`src/rtl/hkmr_pkg.sv`:
```
// ----------------------------------------------------------------------------
// hkmr_pkg
// Shared types and constants of the keyboard and mouse report tracker.
// ----------------------------------------------------------------------------
`default_nettype none

package hkmr_pkg;

   localparam int KEY_SLOTS_DEFAULT = 6;
   localparam int REPORT_KEYS       = 6;
   localparam int KEYS_WIDTH        = 8 * REPORT_KEYS;

   localparam logic [7:0] MOD_FIRST = 8'hE0;
   localparam logic [7:0] MOD_LAST  = 8'hE7;

   localparam logic [7:0] KBD_ID_RESET   = 8'd1;
   localparam logic [7:0] MOUSE_ID_RESET = 8'd2;

   localparam logic [7:0] CSR_KBD_ID   = 8'd0;
   localparam logic [7:0] CSR_MOUSE_ID = 8'd1;

   typedef enum logic [2:0] {
      OP_KEYDOWN     = 3'd0,
      OP_KEYUP       = 3'd1,
      OP_KEYRESET    = 3'd2,
      OP_KBDLOAD     = 3'd3,
      OP_MOUSEUPDATE = 3'd4,
      OP_MOUSERESET  = 3'd5,
      OP_MOUSELOAD   = 3'd6,
      OP_GETSTATE    = 3'd7
   } op_type;

   typedef enum logic [1:0] {
      KIND_KEYBOARD = 2'd0,
      KIND_MOUSE    = 2'd1,
      KIND_STATE    = 2'd2
   } kind_type;

   typedef struct packed {
      logic                  update;
      op_type                op;
      logic [7:0]            usage;
      logic [7:0]            load_modifiers;
      logic [KEYS_WIDTH-1:0] load_keys;
   } key_cmd_type;

   typedef struct packed {
      logic               update;
      op_type             op;
      logic [7:0]         buttons_set;
      logic [7:0]         buttons_clear;
      logic [7:0]         load_buttons;
      logic signed [15:0] delta_x;
      logic signed [15:0] delta_y;
      logic signed [7:0]  wheel;
      logic signed [7:0]  hwheel;
   } mouse_cmd_type;

   typedef struct packed {
      logic [7:0]         buttons;
      logic signed [15:0] dx;
      logic signed [15:0] dy;
      logic signed [7:0]  wheel;
      logic signed [7:0]  hwheel;
   } mouse_report_type;

endpackage

`default_nettype wire

```
`src/rtl/hkmr_key_state.sv`:
```
// ----------------------------------------------------------------------------
// hkmr_key_state
// Boot keyboard state: modifier byte and key slots with one-pass update.
// ----------------------------------------------------------------------------
`default_nettype none

module hkmr_key_state
   import hkmr_pkg::*;
#(
   parameter int KEY_SLOTS = KEY_SLOTS_DEFAULT
) (
   input  wire logic                  clock,
   input  wire logic                  reset,
   input  wire key_cmd_type           cmd,
   output logic      [7:0]            modifiers_next,
   output logic      [KEYS_WIDTH-1:0] keys_next
);

   logic [7:0]           modifiers_ff;
   logic [7:0]           modifiers_in;
   logic [7:0]           slots_ff [KEY_SLOTS];
   logic [7:0]           slots_in [KEY_SLOTS];
   logic [7:0]           load_slot [KEY_SLOTS];
   logic [KEY_SLOTS-1:0] first_free;
   logic [KEY_SLOTS-1:0] first_hit;
   logic                 any_hit;
   logic                 is_mod;
   logic [2:0]           mod_bit;

   genvar g;
   generate
      for (g = 0; g < KEY_SLOTS; g++) begin : g_load
         if (g < REPORT_KEYS) begin : g_src
            assign load_slot[g] = cmd.load_keys[8*g +: 8];
         end else begin : g_zero
            assign load_slot[g] = 8'd0;
         end
      end
      for (g = 0; g < REPORT_KEYS; g++) begin : g_pack
         if (g < KEY_SLOTS) begin : g_src
            assign keys_next[8*g +: 8] = slots_in[g];
         end else begin : g_zero
            assign keys_next[8*g +: 8] = 8'd0;
         end
      end
   endgenerate

   assign is_mod  = (cmd.usage >= MOD_FIRST) && (cmd.usage <= MOD_LAST);
   assign mod_bit = cmd.usage[2:0];

   always_comb begin
      logic seen_free;
      logic seen_hit;
      seen_free = 1'b0;
      seen_hit  = 1'b0;
      for (int i = 0; i < KEY_SLOTS; i++) begin
         first_free[i] = (slots_ff[i] == 8'd0) && !seen_free;
         first_hit[i]  = (slots_ff[i] == cmd.usage) && !seen_hit;
         seen_free     = seen_free || (slots_ff[i] == 8'd0);
         seen_hit      = seen_hit || (slots_ff[i] == cmd.usage);
      end
      any_hit = seen_hit;
   end

   always_comb begin
      modifiers_in = modifiers_ff;
      for (int i = 0; i < KEY_SLOTS; i++) begin
         slots_in[i] = slots_ff[i];
      end
      unique case (cmd.op) inside
         OP_KEYDOWN: begin
            if (cmd.usage != 8'd0) begin
               if (is_mod) begin
                  modifiers_in[mod_bit] = 1'b1;
               end else if (!any_hit) begin
                  for (int i = 0; i < KEY_SLOTS; i++) begin
                     if (first_free[i]) begin
                        slots_in[i] = cmd.usage;
                     end
                  end
               end
            end
         end
         OP_KEYUP: begin
            if (cmd.usage != 8'd0) begin
               if (is_mod) begin
                  modifiers_in[mod_bit] = 1'b0;
               end else begin
                  for (int i = 0; i < KEY_SLOTS; i++) begin
                     if (first_hit[i]) begin
                        slots_in[i] = 8'd0;
                     end
                  end
               end
            end
         end
         OP_KEYRESET: begin
            modifiers_in = 8'd0;
            for (int i = 0; i < KEY_SLOTS; i++) begin
               slots_in[i] = 8'd0;
            end
         end
         OP_KBDLOAD: begin
            modifiers_in = cmd.load_modifiers;
            for (int i = 0; i < KEY_SLOTS; i++) begin
               slots_in[i] = load_slot[i];
            end
         end
         OP_MOUSEUPDATE, OP_MOUSERESET, OP_MOUSELOAD, OP_GETSTATE: begin
         end
      endcase
   end

   assign modifiers_next = modifiers_in;

   always_ff @(posedge clock) begin
      if (reset) begin
         modifiers_ff <= 8'd0;
         for (int i = 0; i < KEY_SLOTS; i++) begin
            slots_ff[i] <= 8'd0;
         end
      end else if (cmd.update) begin
         modifiers_ff <= modifiers_in;
         for (int i = 0; i < KEY_SLOTS; i++) begin
            slots_ff[i] <= slots_in[i];
         end
      end
   end

endmodule

`default_nettype wire

```
`src/rtl/hkmr_mouse_state.sv`:
```
// ----------------------------------------------------------------------------
// hkmr_mouse_state
// Mouse button state and the motion fields of a mouse report.
// ----------------------------------------------------------------------------
`default_nettype none

module hkmr_mouse_state
   import hkmr_pkg::*;
(
   input  wire logic          clock,
   input  wire logic          reset,
   input  wire mouse_cmd_type cmd,
   output mouse_report_type   report
);

   logic [7:0] buttons_ff;
   logic [7:0] buttons_in;

   always_comb begin
      buttons_in    = buttons_ff;
      report.dx     = cmd.delta_x;
      report.dy     = cmd.delta_y;
      report.wheel  = cmd.wheel;
      report.hwheel = cmd.hwheel;
      unique case (cmd.op) inside
         OP_MOUSEUPDATE: begin
            buttons_in = (buttons_ff & ~cmd.buttons_clear) | cmd.buttons_set;
         end
         OP_MOUSERESET: begin
            buttons_in    = 8'd0;
            report.dx     = 16'sd0;
            report.dy     = 16'sd0;
            report.wheel  = 8'sd0;
            report.hwheel = 8'sd0;
         end
         OP_MOUSELOAD: begin
            buttons_in = cmd.load_buttons;
         end
         OP_KEYDOWN, OP_KEYUP, OP_KEYRESET, OP_KBDLOAD, OP_GETSTATE: begin
         end
      endcase
      report.buttons = buttons_in;
   end

   always_ff @(posedge clock) begin
      if (reset) begin
         buttons_ff <= 8'd0;
      end else if (cmd.update) begin
         buttons_ff <= buttons_in;
      end
   end

endmodule

`default_nettype wire

```
`src/rtl/hid_keyboard_mouse_report_tracker.sv`:
```
// ----------------------------------------------------------------------------
// hid_keyboard_mouse_report_tracker
// Keyboard (boot, six-key rollover) and mouse report tracker, top level.
// ----------------------------------------------------------------------------
// Takes one item per clock and gives exactly one report per item. An item
// goes into an input register, is applied to the keyboard and mouse state by
// slot comparators and a first-free/first-match pick, and its report lands
// in the output register, which drives rsp_valid; one item per cycle is
// sustained while rsp_stall stays low. A stalled output holds one report and
// one more item waits in the input register. Report IDs are written through
// the csr port, which is always ready; write it only while no item is in
// flight.
`default_nettype none

module hid_keyboard_mouse_report_tracker
   import hkmr_pkg::*;
#(
   parameter int KEY_SLOTS = KEY_SLOTS_DEFAULT
) (
   input  wire logic                  clock,
   input  wire logic                  reset,

   input  wire logic                  req_valid,
   output logic                       req_stall,
   input  wire logic [2:0]            req_operation,
   input  wire logic [7:0]            req_key_usage,
   input  wire logic [7:0]            req_load_modifiers,
   input  wire logic [KEYS_WIDTH-1:0] req_load_keys,
   input  wire logic [7:0]            req_buttons_set,
   input  wire logic [7:0]            req_buttons_clear,
   input  wire logic [7:0]            req_load_buttons,
   input  wire logic signed [15:0]    req_delta_x,
   input  wire logic signed [15:0]    req_delta_y,
   input  wire logic signed [7:0]     req_wheel,
   input  wire logic signed [7:0]     req_hwheel,

   output logic                       rsp_valid,
   input  wire logic                  rsp_stall,
   output logic [1:0]                 rsp_report_kind,
   output logic [7:0]                 rsp_report_id,
   output logic [7:0]                 rsp_modifiers_out,
   output logic [KEYS_WIDTH-1:0]      rsp_keys_out,
   output logic [7:0]                 rsp_buttons_out,
   output logic signed [15:0]         rsp_dx_out,
   output logic signed [15:0]         rsp_dy_out,
   output logic signed [7:0]          rsp_wheel_out,
   output logic signed [7:0]          rsp_hwheel_out,

   input  wire logic                  csr_valid,
   output logic                       csr_ready,
   input  wire logic [7:0]            csr_index,
   input  wire logic [7:0]            csr_wdata
);

   // config
   logic [7:0] kbd_id_ff;
   logic [7:0] mouse_id_ff;

   // input register
   logic                  s1_valid_ff;
   op_type                s1_op_ff;
   logic [7:0]            s1_usage_ff;
   logic [7:0]            s1_load_modifiers_ff;
   logic [KEYS_WIDTH-1:0] s1_load_keys_ff;
   logic [7:0]            s1_buttons_set_ff;
   logic [7:0]            s1_buttons_clear_ff;
   logic [7:0]            s1_load_buttons_ff;
   logic signed [15:0]    s1_delta_x_ff;
   logic signed [15:0]    s1_delta_y_ff;
   logic signed [7:0]     s1_wheel_ff;
   logic signed [7:0]     s1_hwheel_ff;

   // result register
   logic                  rsp_valid_ff;
   kind_type              rsp_kind_ff;
   kind_type              rsp_kind_in;
   logic [7:0]            rsp_id_ff;
   logic [7:0]            rsp_id_in;
   logic [7:0]            rsp_mods_ff;
   logic [7:0]            rsp_mods_in;
   logic [KEYS_WIDTH-1:0] rsp_keys_ff;
   logic [KEYS_WIDTH-1:0] rsp_keys_in;
   logic [7:0]            rsp_buttons_ff;
   logic [7:0]            rsp_buttons_in;
   logic signed [15:0]    rsp_dx_ff;
   logic signed [15:0]    rsp_dx_in;
   logic signed [15:0]    rsp_dy_ff;
   logic signed [15:0]    rsp_dy_in;
   logic signed [7:0]     rsp_wheel_ff;
   logic signed [7:0]     rsp_wheel_in;
   logic signed [7:0]     rsp_hwheel_ff;
   logic signed [7:0]     rsp_hwheel_in;

   logic                  out_free;
   logic                  advance;
   logic                  req_take;
   key_cmd_type           key_cmd;
   mouse_cmd_type         mouse_cmd;
   logic [7:0]            modifiers_next;
   logic [KEYS_WIDTH-1:0] keys_next;
   mouse_report_type      mouse_report;

   assign out_free  = !rsp_valid_ff || !rsp_stall;
   assign advance   = s1_valid_ff && out_free;
   assign req_stall = s1_valid_ff && !out_free;
   assign req_take  = req_valid && !req_stall;
   assign csr_ready = 1'b1;

   always_ff @(posedge clock) begin
      if (reset) begin
         kbd_id_ff   <= KBD_ID_RESET;
         mouse_id_ff <= MOUSE_ID_RESET;
      end else if (csr_valid) begin
         unique case (csr_index)
            CSR_KBD_ID:   kbd_id_ff   <= csr_wdata;
            CSR_MOUSE_ID: mouse_id_ff <= csr_wdata;
            default: begin
            end
         endcase
      end
   end

   always_ff @(posedge clock) begin
      if (reset) begin
         s1_valid_ff <= 1'b0;
      end else if (req_take) begin
         s1_valid_ff <= 1'b1;
      end else if (advance) begin
         s1_valid_ff <= 1'b0;
      end
   end

   always_ff @(posedge clock) begin
      if (req_take) begin
         s1_op_ff             <= op_type'(req_operation);
         s1_usage_ff          <= req_key_usage;
         s1_load_modifiers_ff <= req_load_modifiers;
         s1_load_keys_ff      <= req_load_keys;
         s1_buttons_set_ff    <= req_buttons_set;
         s1_buttons_clear_ff  <= req_buttons_clear;
         s1_load_buttons_ff   <= req_load_buttons;
         s1_delta_x_ff        <= req_delta_x;
         s1_delta_y_ff        <= req_delta_y;
         s1_wheel_ff          <= req_wheel;
         s1_hwheel_ff         <= req_hwheel;
      end
   end

   assign key_cmd.update         = advance;
   assign key_cmd.op             = s1_op_ff;
   assign key_cmd.usage          = s1_usage_ff;
   assign key_cmd.load_modifiers = s1_load_modifiers_ff;
   assign key_cmd.load_keys      = s1_load_keys_ff;

   assign mouse_cmd.update        = advance;
   assign mouse_cmd.op            = s1_op_ff;
   assign mouse_cmd.buttons_set   = s1_buttons_set_ff;
   assign mouse_cmd.buttons_clear = s1_buttons_clear_ff;
   assign mouse_cmd.load_buttons  = s1_load_buttons_ff;
   assign mouse_cmd.delta_x       = s1_delta_x_ff;
   assign mouse_cmd.delta_y       = s1_delta_y_ff;
   assign mouse_cmd.wheel         = s1_wheel_ff;
   assign mouse_cmd.hwheel        = s1_hwheel_ff;

   hkmr_key_state #(
      .KEY_SLOTS (KEY_SLOTS)
   ) u_key_state (
      .clock          (clock),
      .reset          (reset),
      .cmd            (key_cmd),
      .modifiers_next (modifiers_next),
      .keys_next      (keys_next)
   );

   hkmr_mouse_state u_mouse_state (
      .clock  (clock),
      .reset  (reset),
      .cmd    (mouse_cmd),
      .report (mouse_report)
   );

   always_comb begin
      rsp_kind_in    = KIND_STATE;
      rsp_id_in      = 8'd0;
      rsp_mods_in    = 8'd0;
      rsp_keys_in    = '0;
      rsp_buttons_in = 8'd0;
      rsp_dx_in      = 16'sd0;
      rsp_dy_in      = 16'sd0;
      rsp_wheel_in   = 8'sd0;
      rsp_hwheel_in  = 8'sd0;
      unique case (s1_op_ff) inside
         OP_KEYDOWN, OP_KEYUP, OP_KEYRESET, OP_KBDLOAD: begin
            rsp_kind_in = KIND_KEYBOARD;
            rsp_id_in   = kbd_id_ff;
            rsp_mods_in = modifiers_next;
            rsp_keys_in = keys_next;
         end
         OP_MOUSEUPDATE, OP_MOUSERESET, OP_MOUSELOAD: begin
            rsp_kind_in    = KIND_MOUSE;
            rsp_id_in      = mouse_id_ff;
            rsp_buttons_in = mouse_report.buttons;
            rsp_dx_in      = mouse_report.dx;
            rsp_dy_in      = mouse_report.dy;
            rsp_wheel_in   = mouse_report.wheel;
            rsp_hwheel_in  = mouse_report.hwheel;
         end
         OP_GETSTATE: begin
            rsp_mods_in    = modifiers_next;
            rsp_keys_in    = keys_next;
            rsp_buttons_in = mouse_report.buttons;
         end
      endcase
   end

   always_ff @(posedge clock) begin
      if (reset) begin
         rsp_valid_ff <= 1'b0;
      end else if (out_free) begin
         rsp_valid_ff <= s1_valid_ff;
      end
   end

   always_ff @(posedge clock) begin
      if (advance) begin
         rsp_kind_ff    <= rsp_kind_in;
         rsp_id_ff      <= rsp_id_in;
         rsp_mods_ff    <= rsp_mods_in;
         rsp_keys_ff    <= rsp_keys_in;
         rsp_buttons_ff <= rsp_buttons_in;
         rsp_dx_ff      <= rsp_dx_in;
         rsp_dy_ff      <= rsp_dy_in;
         rsp_wheel_ff   <= rsp_wheel_in;
         rsp_hwheel_ff  <= rsp_hwheel_in;
      end
   end

   assign rsp_valid         = rsp_valid_ff;
   assign rsp_report_kind   = rsp_kind_ff;
   assign rsp_report_id     = rsp_id_ff;
   assign rsp_modifiers_out = rsp_mods_ff;
   assign rsp_keys_out      = rsp_keys_ff;
   assign rsp_buttons_out   = rsp_buttons_ff;
   assign rsp_dx_out        = rsp_dx_ff;
   assign rsp_dy_out        = rsp_dy_ff;
   assign rsp_wheel_out     = rsp_wheel_ff;
   assign rsp_hwheel_out    = rsp_hwheel_ff;

endmodule

`default_nettype wire
```
`config.mk`:
```
export PLATFORM = sky130hd
export DESIGN_NAME = hid_keyboard_mouse_report_tracker
export DESIGN_NICKNAME = d
export VERILOG_FILES = /design/src/rtl/hkmr_pkg.sv /design/src/rtl/hkmr_key_state.sv /design/src/rtl/hkmr_mouse_state.sv /design/src/rtl/hid_keyboard_mouse_report_tracker.sv
export SDC_FILE = /design/constraint.sdc
export NUM_CORES = 1
export LEC_CHECK = 0
export BUFFER_PORTS_ARGS = -buffer_cell sky130_fd_sc_hd__buf_4
export CORE_MARGIN = 2
export CORE_UTILIZATION = 58
export DETAILED_ROUTE_END_ITERATION = 8
export PLACE_DENSITY = 0.92
export SKIP_LAST_GASP = 1
export SLEW_MARGIN = 30
export SYNTH_ARGS = -nofsm -noshare
export SYNTH_HDL_FRONTEND = slang
export SYNTH_HIERARCHICAL = 1
export SYNTH_SLANG_ARGS = --single-unit
```
`constraint.sdc`:
```
create_clock -name clock -period 41 [get_ports clock]
set_input_delay 8.2 -clock clock [delete_from_list [all_inputs] [get_ports clock]]
set_output_delay 8.2 -clock clock [all_outputs]
set_load 0.05 [all_outputs]
```
==> metrics.md <==
| Metric | Value |
|---|---|
| PwrDens | around 44 mW/mm^2 |
| Crit-path max FO | 3 |
| TritonCTS Buffers | 36 |
| Worst min path class | reg -> reg |
| Clock Skew | ~11 ps |
| Hold Slack | 474 ps |
| Post-synth cell types | between 70 and 80 |
| Area fraction of the dominant cell type after synthesis | between 50% and 60% |
| Place WS | 24020 ps |
| Clock latency on the worst-skew pair | between 500 and 600 ps |
| Port Buffers | between 200 and 300 |
| Worst vdd ir | between 0.04 and 0.05 mV |
| MaxCap Viol Count | 0 |
| Worst EP arrival | 8790 ps |
| Core area | approximately 0.026 mm^2 |
| Total GRT Usage | approximately 28% |
| Final setup viols | 0 |
| DIE AREA | 0.0282 mm^2 |
| Site Rows | between 50 and 60 |
| Final global-route overflow total | 0 |
| Area Overhead vs Synth | 22.5% |
| Max-slew violations | 0 |
| Post-synthesis sequential area ratio | 63.9% |
| Fillers | ~1600 |
| Vias/cell | 6.24 |
| Count of state elements after synthesis | 343 |
| Post-route ant nets | 0 |
| Met2 Track Usage GR | between 40% and 50% |
| First-pass GRT wire length | 61.7 mm |
| Deepest clock path buffer count | 3 |
| 1st-pass router iterations | 6 |
| Final hold vios | 0 |
| Startpoint Class | input port |
| Layout Nets | approximately 1600 |
| Async SR Flop Fraction | 0% |
| HPWL after DPL | approximately 26 mm |
| GR peak layer | met2 |
| Worst slew pin tran | between 1000 and 1500 ps |
| Routed via count | ~12000 |
| Critical path class | in -> out |
| N_diodes | 0 |
| Slew headroom | a little under a third |
| Residual DRC | 0 |
| Syn_nets | approximately 1400 |
| Post-CTS Setup Bufs | 0 |
| Avg WL per Cell | between 20 and 25 um |
| Global Route met3 Usage | under 10% |
| Period minus WS final | approximately 17000 ps |
| Post-Syn Area per Cell | roughly 13 um^2 |
| IO Count | around 290 |
| Clk slew on worst S/H paths | roughly 60 ps |
| Synth warn | 6 |
| Synth Instances | between 1000 and 1500 |
| Post-Syn Area | between 0.015 and 0.02 mm^2 |
| Final cell count without fillers | approximately 1800 |
| Worst setup margin | about 24000 ps |
| CTS Hold Buffers Added | 0 |
| Most frequent cell after synthesis | edfxtp_1 |
| Top FF cell, synth | edfxtp_1 |
| Unrepaired setup endpoints after global routing | no |
| Largest net degree at the start of global routing | 96 |
| Share of the clock period used by the worst path | roughly two fifths |
| WL final | 39.9 mm |
| Routability cong. | between 0.9 and 1 |
| Met1 GRT Util | ~34% |
| Share of post-route cells with drive strength above 1 | 25.9% |
| 1st-iter DRT viols | around 1300 |
| Starting Density | between 50% and 60% |
| Area leader, netlist | edfxtp_1 |
| Status | finished clean |
| CTS tree | built |
| CP Capture Type | primary output |
| H-tree Lvls | 2 |
| Initial antenna violation count | 0 |
| Setup TNS | 0 ps |
| EDFF count, synth | between 300 and 400 |
| Fmax | ~0.06 GHz |
| Placed insts | approximately 1800 |
| Resize count post-CTS | 0 |
| Vias in the first global route | approximately 12000 |
| Die span in x | 168 um |
| Synth top area cells | edfxtp_1, and2_1, dfxtp_1 |
| Top cell types by occurrence after synthesis | edfxtp_1, and2_1, nor2b_1 |
| Die height | about 170 um |
| Leakage | between 7 and 8 nW |
| Critical path required time | between 30000 and 40000 ps |
| CTS root buf | clkbuf_16 |
| CTS sink count | 343 |
-- per-stage QoR --
step           area [um^2]  power, mW  utilization (%)
3_3_place_gp         17800      0.512             68.1
6_report             19100      0.841             72.9
3_5_place_dp         17900      0.516             68.2
5_1_grt              19100      0.867             72.9
4_1_cts              19100      0.844             72.8
2_1_floorplan        15600      0.483                -
-- final timing paths --
path / depth (start not counted) / to / slack [ps] / start
max reg2reg: 8 / rsp_keys_out[37] / 37320 / s1_usage_ff[1]
min: 2 / kbd_id_ff[4] / 470 / kbd_id_ff[4]
max: 3 / req_stall / 24010 / rsp_stall
min reg2reg: 2 / kbd_id_ff[4] / 470 / kbd_id_ff[4]
-- critical path: stages --
cell and delay (ps):
buf_4 100, and3_1 250, buf_4 230
-- metal layers --
layer	vias to the layer above	routed length, um
li1	5137	-
met5	-	0
met2	764	19800
met3	141	4240
met4	0	1680
met1	5492	14100
-- final cells by class --
type	instances	area [um^2]	share of cell area [%]
flip-flops and latches	343	9960	52.2
multi-input cells	782	5150	27.0
repair buffers	298	2280	11.9
clock buffers	43	927	4.86
well taps	335	419	2.20
clock inverters	21	259	1.36
inverters	26	97.6	0.511
-- placed cells by master, fill, tap and decap left out, types with 8 or more instances in the layout --
cell type    n
a2111oi_0   10
a211oi_1    31
a21o_1       9
a21oi_1     60
a221o_1      8
a221oi_1     8
a22oi_1     20
a31oi_1     13
a32o_1       8
and2_1     114
and3_1      21
buf_4      296
clkbuf_16   36
clkinv_2     9
dfxtp_1     34
edfxtp_1   309
inv_1       26
mux2i_1     29
nand2_1     56
nand2b_1    13
nand3_1     13
nor2_1      49
nor2b_1     62
nor3_1      28
nor4_1      26
o21ai_0     48
o21ai_1      8
o221a_2      8
xor2_1      48
-- kinds of logic (layout without fill, tap and decap cells) --
kind of cell	after synthesis	in the layout	share of synthesized area [%]
xor+xnor	48	48	2.70
mux	29	29	1.86
buf+inv	108	388	3.23
simple gates	430	430	16.0
other cells	1	1	0.0241
compound gates	274	274	12.2
flops	343	343	63.9
-- flip-flops by register name, indices dropped and copies added, names as in the netlist, 16 cells and up --
name and flops:
rsp_keys_out 48, rsp_dx_out 16, s1_delta_y_ff 16, s1_load_keys_ff 48, s1_delta_x_ff 16, rsp_dy_out 16
u_key_state/slots_ff 48
-- report_power, final --
| part | internal (mW) | switching [mW] |
|---|---|---|
| registers | 0.402 | 0.0123 |
| logic | 0.0358 | 0.0615 |
| clock network | 0.195 | 0.135 |
Power figures use the tool's default switching activity.
